File: config.mk
export PLATFORM = sky130hd
export DESIGN_NAME = multichannel_soft_pwm
export DESIGN_NICKNAME = d
export VERILOG_FILES = /design/src/hw/rtl/mcpwm_pkg.sv /design/src/hw/rtl/mcpwm_channel.sv /design/src/hw/rtl/multichannel_soft_pwm.sv
export SDC_FILE = /design/constraint.sdc
export NUM_CORES = 2
export LEC_CHECK = 0
export ABC_CLOCK_PERIOD_IN_PS = 2630
export BUFFER_PORTS_ARGS = -buffer_cell sky130_fd_sc_hd__buf_2
export CAP_MARGIN = 10
export CORE_UTILIZATION = 39
export CTS_CLUSTER_SIZE = 14
export DETAILED_ROUTE_END_ITERATION = 12
export PLACE_DENSITY = 0.62
export SETUP_SLACK_MARGIN = 0.3
export SKIP_LAST_GASP = 1
export SYNTH_ARGS = -nofsm -noshare
export SYNTH_HDL_FRONTEND = slang
export SYNTH_SLANG_ARGS = --single-unit
File: constraint.sdc
create_clock -name aclk -period 2.63 [get_ports aclk]
set_input_delay 0.1315 -clock aclk [delete_from_list [all_inputs] [get_ports aclk]]
set_output_delay 0.1315 -clock aclk [all_outputs]
set_load 0.05 [all_outputs]
File: src/hw/rtl/mcpwm_pkg.sv
package mcpwm_pkg;

    // Field widths of the item ports
    localparam int KIND_W     = 2;
    localparam int CHAN_W     = 4;
    localparam int COUNT_IN_W = 16;
    localparam int PINS_W     = 16;

    // Item kinds
    localparam logic [KIND_W-1:0] KIND_TICK  = 2'd0;
    localparam logic [KIND_W-1:0] KIND_SET   = 2'd1;
    localparam logic [KIND_W-1:0] KIND_CLEAR = 2'd2;

    // Channel phase codes
    localparam logic [1:0] PH_LOW  = 2'd0;
    localparam logic [1:0] PH_HIGH = 2'd1;
    localparam logic [1:0] PH_IDLE = 2'd2;

    // Command broadcast to every channel cell, one per item
    typedef struct packed {
        logic              tick;
        logic              set;
        logic              clear;
        logic [CHAN_W-1:0] channel;
    } cmd_t;

    // Status returned by each channel cell
    typedef struct packed {
        logic pin_next;
        logic idle_next;
        logic idle;
    } chan_stat_t;

endpackage

File: src/hw/rtl/mcpwm_channel.sv
module mcpwm_channel #(
    parameter int IDX        = 0,
    parameter int COUNT_BITS = 16
) (
    input  logic                  aclk,
    input  logic                  aresetn,
    input  mcpwm_pkg::cmd_t       cmd,
    input  logic [COUNT_BITS-1:0] low_cnt,
    input  logic [COUNT_BITS-1:0] high_cnt,
    output mcpwm_pkg::chan_stat_t stat
);

    logic [COUNT_BITS-1:0] cnt_reg, cnt_next;
    logic [COUNT_BITS-1:0] low_len_reg, low_len_next;
    logic [COUNT_BITS-1:0] high_len_reg, high_len_next;
    logic [1:0]            phase_reg, phase_next;
    logic                  pin_reg, pin_next;
    logic                  sel;

    assign sel = cmd.set && (cmd.channel == mcpwm_pkg::CHAN_W'(IDX));

    always_comb begin
        cnt_next      = cnt_reg;
        low_len_next  = low_len_reg;
        high_len_next = high_len_reg;
        phase_next    = phase_reg;
        pin_next      = pin_reg;
        if (cmd.clear) begin
            // drop to idle, keep the pin level
            cnt_next      = '0;
            low_len_next  = '0;
            high_len_next = '0;
            phase_next    = mcpwm_pkg::PH_IDLE;
        end else if (sel) begin
            cnt_next      = high_cnt;
            low_len_next  = low_cnt;
            high_len_next = high_cnt;
            if (high_cnt == '0) begin
                pin_next   = 1'b0;
                phase_next = mcpwm_pkg::PH_IDLE;
            end else begin
                pin_next   = 1'b1;
                phase_next = (low_cnt == '0) ? mcpwm_pkg::PH_IDLE : mcpwm_pkg::PH_HIGH;
            end
        end else if (cmd.tick && (phase_reg == mcpwm_pkg::PH_LOW ||
                                  phase_reg == mcpwm_pkg::PH_HIGH)) begin
            if (cnt_reg == '0) begin
                if (phase_reg == mcpwm_pkg::PH_HIGH) begin
                    phase_next = mcpwm_pkg::PH_LOW;
                    cnt_next   = low_len_reg;
                    pin_next   = 1'b0;
                end else begin
                    phase_next = mcpwm_pkg::PH_HIGH;
                    cnt_next   = high_len_reg;
                    pin_next   = 1'b1;
                end
            end else begin
                cnt_next = cnt_reg - COUNT_BITS'(1);
            end
        end
    end

    always_ff @(posedge aclk) begin
        if (!aresetn) begin
            cnt_reg      <= '0;
            low_len_reg  <= '0;
            high_len_reg <= '0;
            phase_reg    <= mcpwm_pkg::PH_IDLE;
            pin_reg      <= 1'b0;
        end else begin
            cnt_reg      <= cnt_next;
            low_len_reg  <= low_len_next;
            high_len_reg <= high_len_next;
            phase_reg    <= phase_next;
            pin_reg      <= pin_next;
        end
    end

    assign stat.pin_next  = pin_next;
    assign stat.idle_next = !(phase_next == mcpwm_pkg::PH_LOW ||
                              phase_next == mcpwm_pkg::PH_HIGH);
    assign stat.idle      = !(phase_reg == mcpwm_pkg::PH_LOW ||
                              phase_reg == mcpwm_pkg::PH_HIGH);

endmodule

File: src/hw/rtl/multichannel_soft_pwm.sv
// Bank of software PWM channels driven by a stream of items.
// Input channel (s_valid/s_ready): one item carries s_kind (tick, set one
// channel, clear all), s_channel and the two phase counts. Every accepted
// item yields exactly one result item on the m_valid/m_ready channel: the
// pin levels of all channels after that item, bit n for channel n, with
// bits at or above CHANNELS held at zero.
// An accepted item passes through the input register and then the result
// register before it is presented on m_pins. Throughput: one item per
// cycle; every channel cell updates in parallel, so the input register
// drains whenever the result register is free or being taken.
// Stall: while m_ready is low the result holds and the input register
// keeps its item; s_ready falls only once both stages are full.
// Reset (aresetn low, synchronous): every channel idle, counters and
// lengths zero, pins low, both stages empty.
module multichannel_soft_pwm #(
    parameter int CHANNELS   = 16,
    parameter int COUNT_BITS = 16
) (
    input  logic                                  aclk,
    input  logic                                  aresetn,
    input  logic                                  s_valid,
    output logic                                  s_ready,
    input  logic [mcpwm_pkg::KIND_W-1:0]          s_kind,
    input  logic [mcpwm_pkg::CHAN_W-1:0]          s_channel,
    input  logic [mcpwm_pkg::COUNT_IN_W-1:0]      s_low_count,
    input  logic [mcpwm_pkg::COUNT_IN_W-1:0]      s_high_count,
    output logic                                  m_valid,
    input  logic                                  m_ready,
    output logic [mcpwm_pkg::PINS_W-1:0]          m_pins
);

    // Input register
    logic                                 in_valid_reg;
    logic [mcpwm_pkg::KIND_W-1:0]         kind_reg;
    logic [mcpwm_pkg::CHAN_W-1:0]         chan_reg;
    logic [mcpwm_pkg::COUNT_IN_W-1:0]     low_reg;
    logic [mcpwm_pkg::COUNT_IN_W-1:0]     high_reg;

    // Result register
    logic                                 out_valid_reg;
    logic [mcpwm_pkg::PINS_W-1:0]         pins_reg, pins_next;

    logic                                 adv;
    logic                                 load_in;
    mcpwm_pkg::cmd_t                      cmd;
    logic [31:0]                          low_wide, high_wide;
    logic [COUNT_BITS-1:0]                low_cnt, high_cnt;
    mcpwm_pkg::chan_stat_t                stat [CHANNELS];
    logic [CHANNELS-1:0]                  pin_vec;
    logic [CHANNELS-1:0]                  idle_vec;
    logic [CHANNELS-1:0]                  idle_next_vec;

    // Advance the held item into the result register when that is free or
    // being taken this cycle.
    assign adv     = in_valid_reg && (!out_valid_reg || m_ready);
    assign s_ready = !in_valid_reg || adv;
    assign load_in = s_valid && s_ready;

    always_ff @(posedge aclk) begin
        if (!aresetn) begin
            in_valid_reg <= 1'b0;
        end else if (load_in) begin
            in_valid_reg <= 1'b1;
        end else if (adv) begin
            in_valid_reg <= 1'b0;
        end
    end

    always_ff @(posedge aclk) begin
        if (load_in) begin
            kind_reg <= s_kind;
            chan_reg <= s_channel;
            low_reg  <= s_low_count;
            high_reg <= s_high_count;
        end
    end

    // Cut or widen the counts to the counter width.
    assign low_wide  = 32'(low_reg);
    assign high_wide = 32'(high_reg);
    assign low_cnt   = low_wide[COUNT_BITS-1:0];
    assign high_cnt  = high_wide[COUNT_BITS-1:0];

    // Decode the item; an unknown kind moves nothing but still reports pins.
    assign cmd.tick    = adv && (kind_reg == mcpwm_pkg::KIND_TICK);
    assign cmd.set     = adv && (kind_reg == mcpwm_pkg::KIND_SET);
    assign cmd.clear   = adv && (kind_reg == mcpwm_pkg::KIND_CLEAR);
    assign cmd.channel = chan_reg;

    // One cell per channel; a set for a channel with no cell matches none.
    for (genvar n = 0; n < CHANNELS; n++) begin : g_chan
        mcpwm_channel #(
            .IDX        (n),
            .COUNT_BITS (COUNT_BITS)
        ) u_chan (
            .aclk     (aclk),
            .aresetn  (aresetn),
            .cmd      (cmd),
            .low_cnt  (low_cnt),
            .high_cnt (high_cnt),
            .stat     (stat[n])
        );
        assign pin_vec[n]       = stat[n].pin_next;
        assign idle_vec[n]      = stat[n].idle;
        assign idle_next_vec[n] = stat[n].idle_next;
    end

    assign pins_next = mcpwm_pkg::PINS_W'(pin_vec);

    always_ff @(posedge aclk) begin
        if (!aresetn) begin
            out_valid_reg <= 1'b0;
        end else if (adv) begin
            out_valid_reg <= 1'b1;
        end else if (m_ready) begin
            out_valid_reg <= 1'b0;
        end
    end

    always_ff @(posedge aclk) begin
        if (adv) begin
            pins_reg <= pins_next;
        end
    end

    assign m_valid = out_valid_reg;
    assign m_pins  = pins_reg;

    // A processed item always lands in the result register.
    a_adv_fills_out: assert property (@(posedge aclk) disable iff (!aresetn)
        adv |=> out_valid_reg)
        else $error("processed item did not reach the result register");

    // Backpressure only when the input register is holding an item.
    a_ready_only_full: assert property (@(posedge aclk) disable iff (!aresetn)
        !s_ready |-> (in_valid_reg && out_valid_reg && !m_ready))
        else $error("s_ready low without a full pipeline");

    // A held item that cannot advance stays in the input register.
    a_hold_in: assert property (@(posedge aclk) disable iff (!aresetn)
        (in_valid_reg && !adv) |=> (in_valid_reg && $stable(kind_reg)))
        else $error("held item lost from the input register");

    // After a clear every channel is idle.
    a_clear_idles: assert property (@(posedge aclk) disable iff (!aresetn)
        cmd.clear |=> (idle_vec == {CHANNELS{1'b1}}))
        else $error("channel active after clear all");

    // Pins of channels that do not exist stay low.
    a_unused_pins_low: assert property (@(posedge aclk) disable iff (!aresetn)
        m_valid |-> ((m_pins >> CHANNELS) == '0))
        else $error("pin set above the channel count");

    // Channels never leave idle on a tick.
    a_tick_no_wake: assert property (@(posedge aclk) disable iff (!aresetn)
        cmd.tick |-> ((idle_vec & ~idle_next_vec) == '0))
        else $error("idle channel woken by a tick");

endmodule
Word level (Yosys, flattened, before mapping)
Cells that the tools add are included.
Widths: inputs -> output; s select.
- register bits: 872
- output and inout bits: 18
- add/sub/neg operators: 16
- equal/unequal tests: 33
- mux-type cells: 215
- bitwise operators: 1
- reduce and logical (&&, ||, !) cells: 144
- operator list (kind ; count):
    $mux 16 ; 64
    $logic_not 16->1 ; 18
    $sub 16x1->16 const B ; 16
    $mux 1 ; 101
    $mux 2 ; 50
    $reduce_bool 2->1 ; 34
    $logic_and 1x1->1 ; 37
    $eq 2x1->1 const B ; 17
    $logic_not 2->1 ; 17
    $eq 4x4->1 const B ; 8
    $reduce_and 2->1 ; 16
    $logic_or 1x1->1 ; 18
    $eq 4x3->1 const B ; 4
    $eq 4x2->1 const B ; 2
    $eq 4x1->1 const B ; 1
    $logic_not 4->1 ; 1
    $eq 2x2->1 const B ; 1
    $logic_not 1->1 ; 2
    $reduce_or 2->1 ; 1
    $not 1->1 ; 1

Depth between registers and ports, before layout
- depth in word-level cells: 8
- mapped depth: 9
- mapped depth without buffers: 7

Hierarchy
Synthesis repeated with hierarchy kept, for this count alone.
- cell total of the unflattened synthesis: 5814
- area, all modules: 46462.1 um^2
- by module, submodules not included (module ; instances ; cells each ; area an instance (um^2) ; seq. area each (um^2)):
    mcpwm_channel (g_chan[10].u_chan ...) ; 4 ; 359 ; 2787.7 ; 1021.0
    mcpwm_channel (g_chan[11].u_chan ...) ; 2 ; 364 ; 2850.2 ; 1021.0
    mcpwm_channel (g_chan[13].u_chan ...) ; 2 ; 357 ; 2778.9 ; 1021.0
    mcpwm_channel (g_chan[4].u_chan ...) ; 2 ; 355 ; 2772.7 ; 1021.0
    mcpwm_channel (g_chan[1].u_chan ...) ; 2 ; 358 ; 2765.2 ; 1021.0
    mcpwm_channel (g_chan[3].u_chan) ; 1 ; 363 ; 2834.0 ; 1021.0
    mcpwm_channel (g_chan[0].u_chan) ; 1 ; 364 ; 2831.5 ; 1021.0
    mcpwm_channel (g_chan[12].u_chan) ; 1 ; 357 ; 2781.4 ; 1021.0
    mcpwm_channel (g_chan[15].u_chan) ; 1 ; 360 ; 2776.4 ; 1021.0
    multichannel_soft_pwm ; 1 ; 66 ; 1754.2 ; 1661.6

Worst setup path before layout
No wires, ideal clock.
- path type: register to register
- start: reg out_valid_reg, in the netlist m_valid
- end: reg chan_reg[0] (netlist bit) (enable)
- library setup time: 0.399 ns
- data arrival time: 2.527 ns
- slack: -0.296 ns
- cell stages (with the launch flop): 7
- cells stage by stage: dfxtp_1 nor2b_1 clkbuf_1 buf_2 buf_2 nand2_1 and2_1
- cells in the longest elaborated chain, start to end: 5
- ends and longest elaborated chain (item ; RTL line ; RTL):
    start: declaration ; multichannel_soft_pwm.sv:40 ; logic out_valid_reg;
    start signal: assignment ; multichannel_soft_pwm.sv:112 ; out_valid_reg <= 1'b0;
    start signal: assignment ; multichannel_soft_pwm.sv:114 ; out_valid_reg <= 1'b1;
    start signal: assignment ; multichannel_soft_pwm.sv:116 ; out_valid_reg <= 1'b0;
    $logic_not 1->1 ; multichannel_soft_pwm.sv:55 ; assign adv = in_valid_reg && (!out_valid_reg || m_ready);
    $logic_or 1x1->1 ; multichannel_soft_pwm.sv:55 ;
    $logic_and 1x1->1 ; multichannel_soft_pwm.sv:55 ;
    $logic_or 1x1->1 ; multichannel_soft_pwm.sv:56 ; assign s_ready = !in_valid_reg || adv;
    named net s_ready ; multichannel_soft_pwm.sv:22 ; output logic s_ready,
    $logic_and 1x1->1 ; multichannel_soft_pwm.sv:57 ; assign load_in = s_valid && s_ready;
    named net load_in ; multichannel_soft_pwm.sv:44 ; logic load_in;
    end signal: assignment ; multichannel_soft_pwm.sv:72 ; chan_reg <= s_channel;
    end: declaration ; multichannel_soft_pwm.sv:35 ; logic [mcpwm_pkg::CHAN_W-1:0] chan_reg;
The timed path passes the listed nets, and every way through them passes these cells.
A chain may end at the register's enable or synchronous reset.

Worst setup path in the final report
- start: reg kind_reg[1] (netlist bit)
- end: reg g_chan[1].u_chan.cnt_reg[13]
- cells in the longest elaborated chain, start to end: 4
- elaborated cells between the ends (all ways): 11
- ends and longest elaborated chain (item ; RTL line ; RTL):
    start: declaration ; multichannel_soft_pwm.sv:34 ; logic [mcpwm_pkg::KIND_W-1:0] kind_reg;
    start signal: assignment ; multichannel_soft_pwm.sv:71 ; kind_reg <= s_kind;
    $eq 2x1->1 / $logic_not 2->1 (equally long branches) ; multichannel_soft_pwm.sv:86, multichannel_soft_pwm.sv:85 ;
    $logic_and 1x1->1 (on tied branches) ; multichannel_soft_pwm.sv:86, multichannel_soft_pwm.sv:85 ;
    $logic_and 1x1->1 (on tied branches) ; mcpwm_channel.sv:20, mcpwm_channel.sv:45 ;
    $mux 16 / $reduce_bool 2->1 (equally long branches) ; - ;
    end signal: assignment ; mcpwm_channel.sv:71 ; cnt_reg <= cnt_next;
    end: declaration ; mcpwm_channel.sv:13 ; logic [COUNT_BITS-1:0] cnt_reg, cnt_next;
Parallel ways exist; a longest one is shown, timed or not.

==> results.tsv <==
metric	value	unit
io_buffers	59	
period_minus_slack	2.27	ns
tritoncts.num_buffers	95	
setup_viol	0	
synth_nets	5287	
tns	0	ns
regArea	18000	sq um
grt_pass1_wl	214	mm
tightest_slew	0.819	ns
overflow	0	
coreArea	106000	sq um
clkTransAtPathRegs	0.06	ns
startpoint_type	flop	
drv_cap	0	
route.detailed.drc	6	
slew_headroom	45.4	%
finalPower	0.0290	W
p_leak	17.8	nW
ant_nets	0	
hpwl	82.5	mm
slowest_delay	0.47	ns
die_w	329	microns
ys_ff_latch	872	
slowest_stage	or4_1	
synthesis.area	41700	sq um
path_max_fanout	12	
num_rows	119	
ys.flop_type	dfxtp_1	
clock-sinks	872	
grt_max_degree	81	
dieHeight	329	microns
ios	60	
synth_edf_count	54	
dieArea	108000	sq um
drv_slew	0	
path_cells	nand2b_4 -> buf_4 -> or4_1 -> buf_4 -> o311ai_0 -> a31oi_1	
drive_gt1_share	12.2	%
status	complete, but fails checks	
antenna_found_initial	2	
wl_per_cell	20.9	microns
clock-root-buffer	clkbuf_16	
violations	design-rule violations	
skew	0.0335	ns
yosys_warnings	0	
htree_levels	3	
clock_latency	0.68	ns
syn_inst	5213	
viasPerCell	5.78	
ir_drop	0.474	mV
drt-total-wl	140	mm
worstPathRequired	3.17	ns
areaGrowthSynthToFinish	16.1	%
min_period_over_period	86.4	%
crit_arrival	2.81	ns
grt_pass1_vias	35600	
dr.pass1.iters	11	
finalNetCount	5320	
cpMostUsedCell	buf_4	
cts_tree	built	
fmax	440	MHz
syn_area_per_cell	8.00	sq um
criticalPathCategory	reg2reg	
nFillCells	10200	
start_util	39.4	%
synthArstFlopShare	0	%
via_count	38800	
place.gp.congestion	0.877	
grt_usage	25.2	%
synth_cell_type_count	81	
hold_violations	0	
critPathCaptureType	flop	
cts_max_path_buffers	3	
power_density	599	nW/um^2
drt_iter0_drc	3740	
multi_input_area	22100	sq um
ys_seq_area_share	43.2	%
hp-class	in2reg	
rsz0062_at_grt	true	
critical path, delay by kind of cell (launching register included):
kind / cells / cell delay (ns)
buf+inv: 2 / 0.44
flops: 1 / 0.43
compound gates: 2 / 0.52
simple gates: 2 / 0.72
cell families (layout without fill, tap and decap cells):
kind of cell	count (synthesis)	count (layout)	synth area share, %
AO/OA/AOI/OAI	1312	1312	19.3
XOR/XNOR	150	150	3.15
adder cells (fa/ha/maj)	32	32	0.960
buffers and inverters	481	594	4.59
flip-flops	872	872	43.2
multiplexers	236	236	5.81
other	0	2	0
AND/OR/NAND/NOR	2130	2131	23.0
worst paths after layout:
| kind | from | end | slack (ns) | cells past startpoint |
|---|---|---|---|---|
| max | kind_reg[1]$_DFFE_PP_ | g_chan[1].u_chan.cnt_reg[13]$_SDFFE_PP0P_ | 0.36 | 6 |
| min | aresetn | g_chan[9].u_chan.pin_reg$_SDFF_PN0_ | 0.08 | 3 |
| max reg2reg | kind_reg[1]$_DFFE_PP_ | g_chan[1].u_chan.cnt_reg[13]$_SDFFE_PP0P_ | 0.36 | 6 |
| min reg2reg | g_chan[10].u_chan.high_len_reg[15]$_SDFFE_PP0P_ | g_chan[10].u_chan.high_len_reg[15]$_SDFFE_PP0P_ | 0.45 | 2 |
cells in the final DEF (no fill, tap or decap), drive strengths merged, types with 94 or more instances in the layout:
cell type and instances:
a21oi 603, a22oi 94, a31oi 157, buf 329, clkbuf 137, dfxtp 818, mux2i 187, nand2 1413
nand3 142, nor2 126, nor4 95, o211ai 104
metrics by stage:
stage / std cells / utilization (%) / instance area (sq um) / setup slack, ns / hold slack [ns]
2_1_floorplan: 5213 / - / 41700 / 0.355 / 0.230
3_3_place_gp: 6482 / 42.0 / 44400 / 0.184 / 0.309
3_5_place_dp: 6482 / 42.0 / 44400 / 0.177 / 0.310
4_1_cts: 6704 / 45.6 / 48200 / 0.333 / 0.0320
5_1_grt: 6718 / 45.8 / 48400 / 0.289 / 0.0459
6_report: 6720 / 45.8 / 48400 / 0.358 / 0.0794
area by class of cell:
type | instances | area share, %
diodes | 2 | 0.0103
clock buffers | 137 | 5.91
clock inverters | 41 | 0.845
inverters | 46 | 0.357
multi-input cells | 3861 | 45.6
flip-flops and latches | 872 | 37.2
well taps | 1391 | 3.60
repair buffers | 370 | 6.45
where the power goes:
part / total [W] / switching (W) / internal, W
Combinational: 0.00161 / 0.00121 / 0.000403
Clock: 0.0139 / 0.00581 / 0.00809
Sequential: 0.0135 / 0.0000655 / 0.0134
Total: 0.0290 / 0.00709 / 0.0219
repair_timing:
| item | CTS | global route |
|---|---|---|
| endpoints found under the setup margin | 237 | 204 |
| buffers inserted | 2 | 14 |
| cloned | 1 | 0 |
| endpoints found under the hold margin | 40 | 0 |
| pin swaps | 0 | 4 |
| gates resized for setup | 5 | 32 |
| hold buffers | 41 | 0 |
layer usage:
layer / vias to the layer above / global-route usage, % / wire (microns)
met5: - / 0 / 0
met4: 0 / 8.42 / 4860
met3: 247 / 4.22 / 10600
met2: 1331 / 41.1 / 64100
met1: 18700 / 33.8 / 60800
li1: 18500 / - / -
cells in the mapped netlist (34+ instances only):
master / count / area [sq um]
nand2_1: 1413 / 5300
nand4_1: 36 / 225
nand3_1: 142 / 711
clkbuf_1: 347 / 1300
nor3_1: 82 / 410
a31oi_1: 156 / 976
or4_1: 38 / 285
nor2_1: 124 / 465
dfxtp_1: 818 / 16400
o22ai_1: 65 / 407
xnor2_1: 84 / 736
xor2_1: 66 / 578
mux2_2: 49 / 552
a22oi_1: 94 / 706
o211ai_1: 102 / 766
inv_1: 45 / 169
o21ai_0: 85 / 425
nor4_1: 80 / 500
a21oi_1: 603 / 3020
edfxtp_1: 54 / 1620
a21boi_0: 34 / 255
mux2i_1: 187 / 1870
buf_2: 70 / 350
No activity file was read; power rests on OpenSTA's default activity.
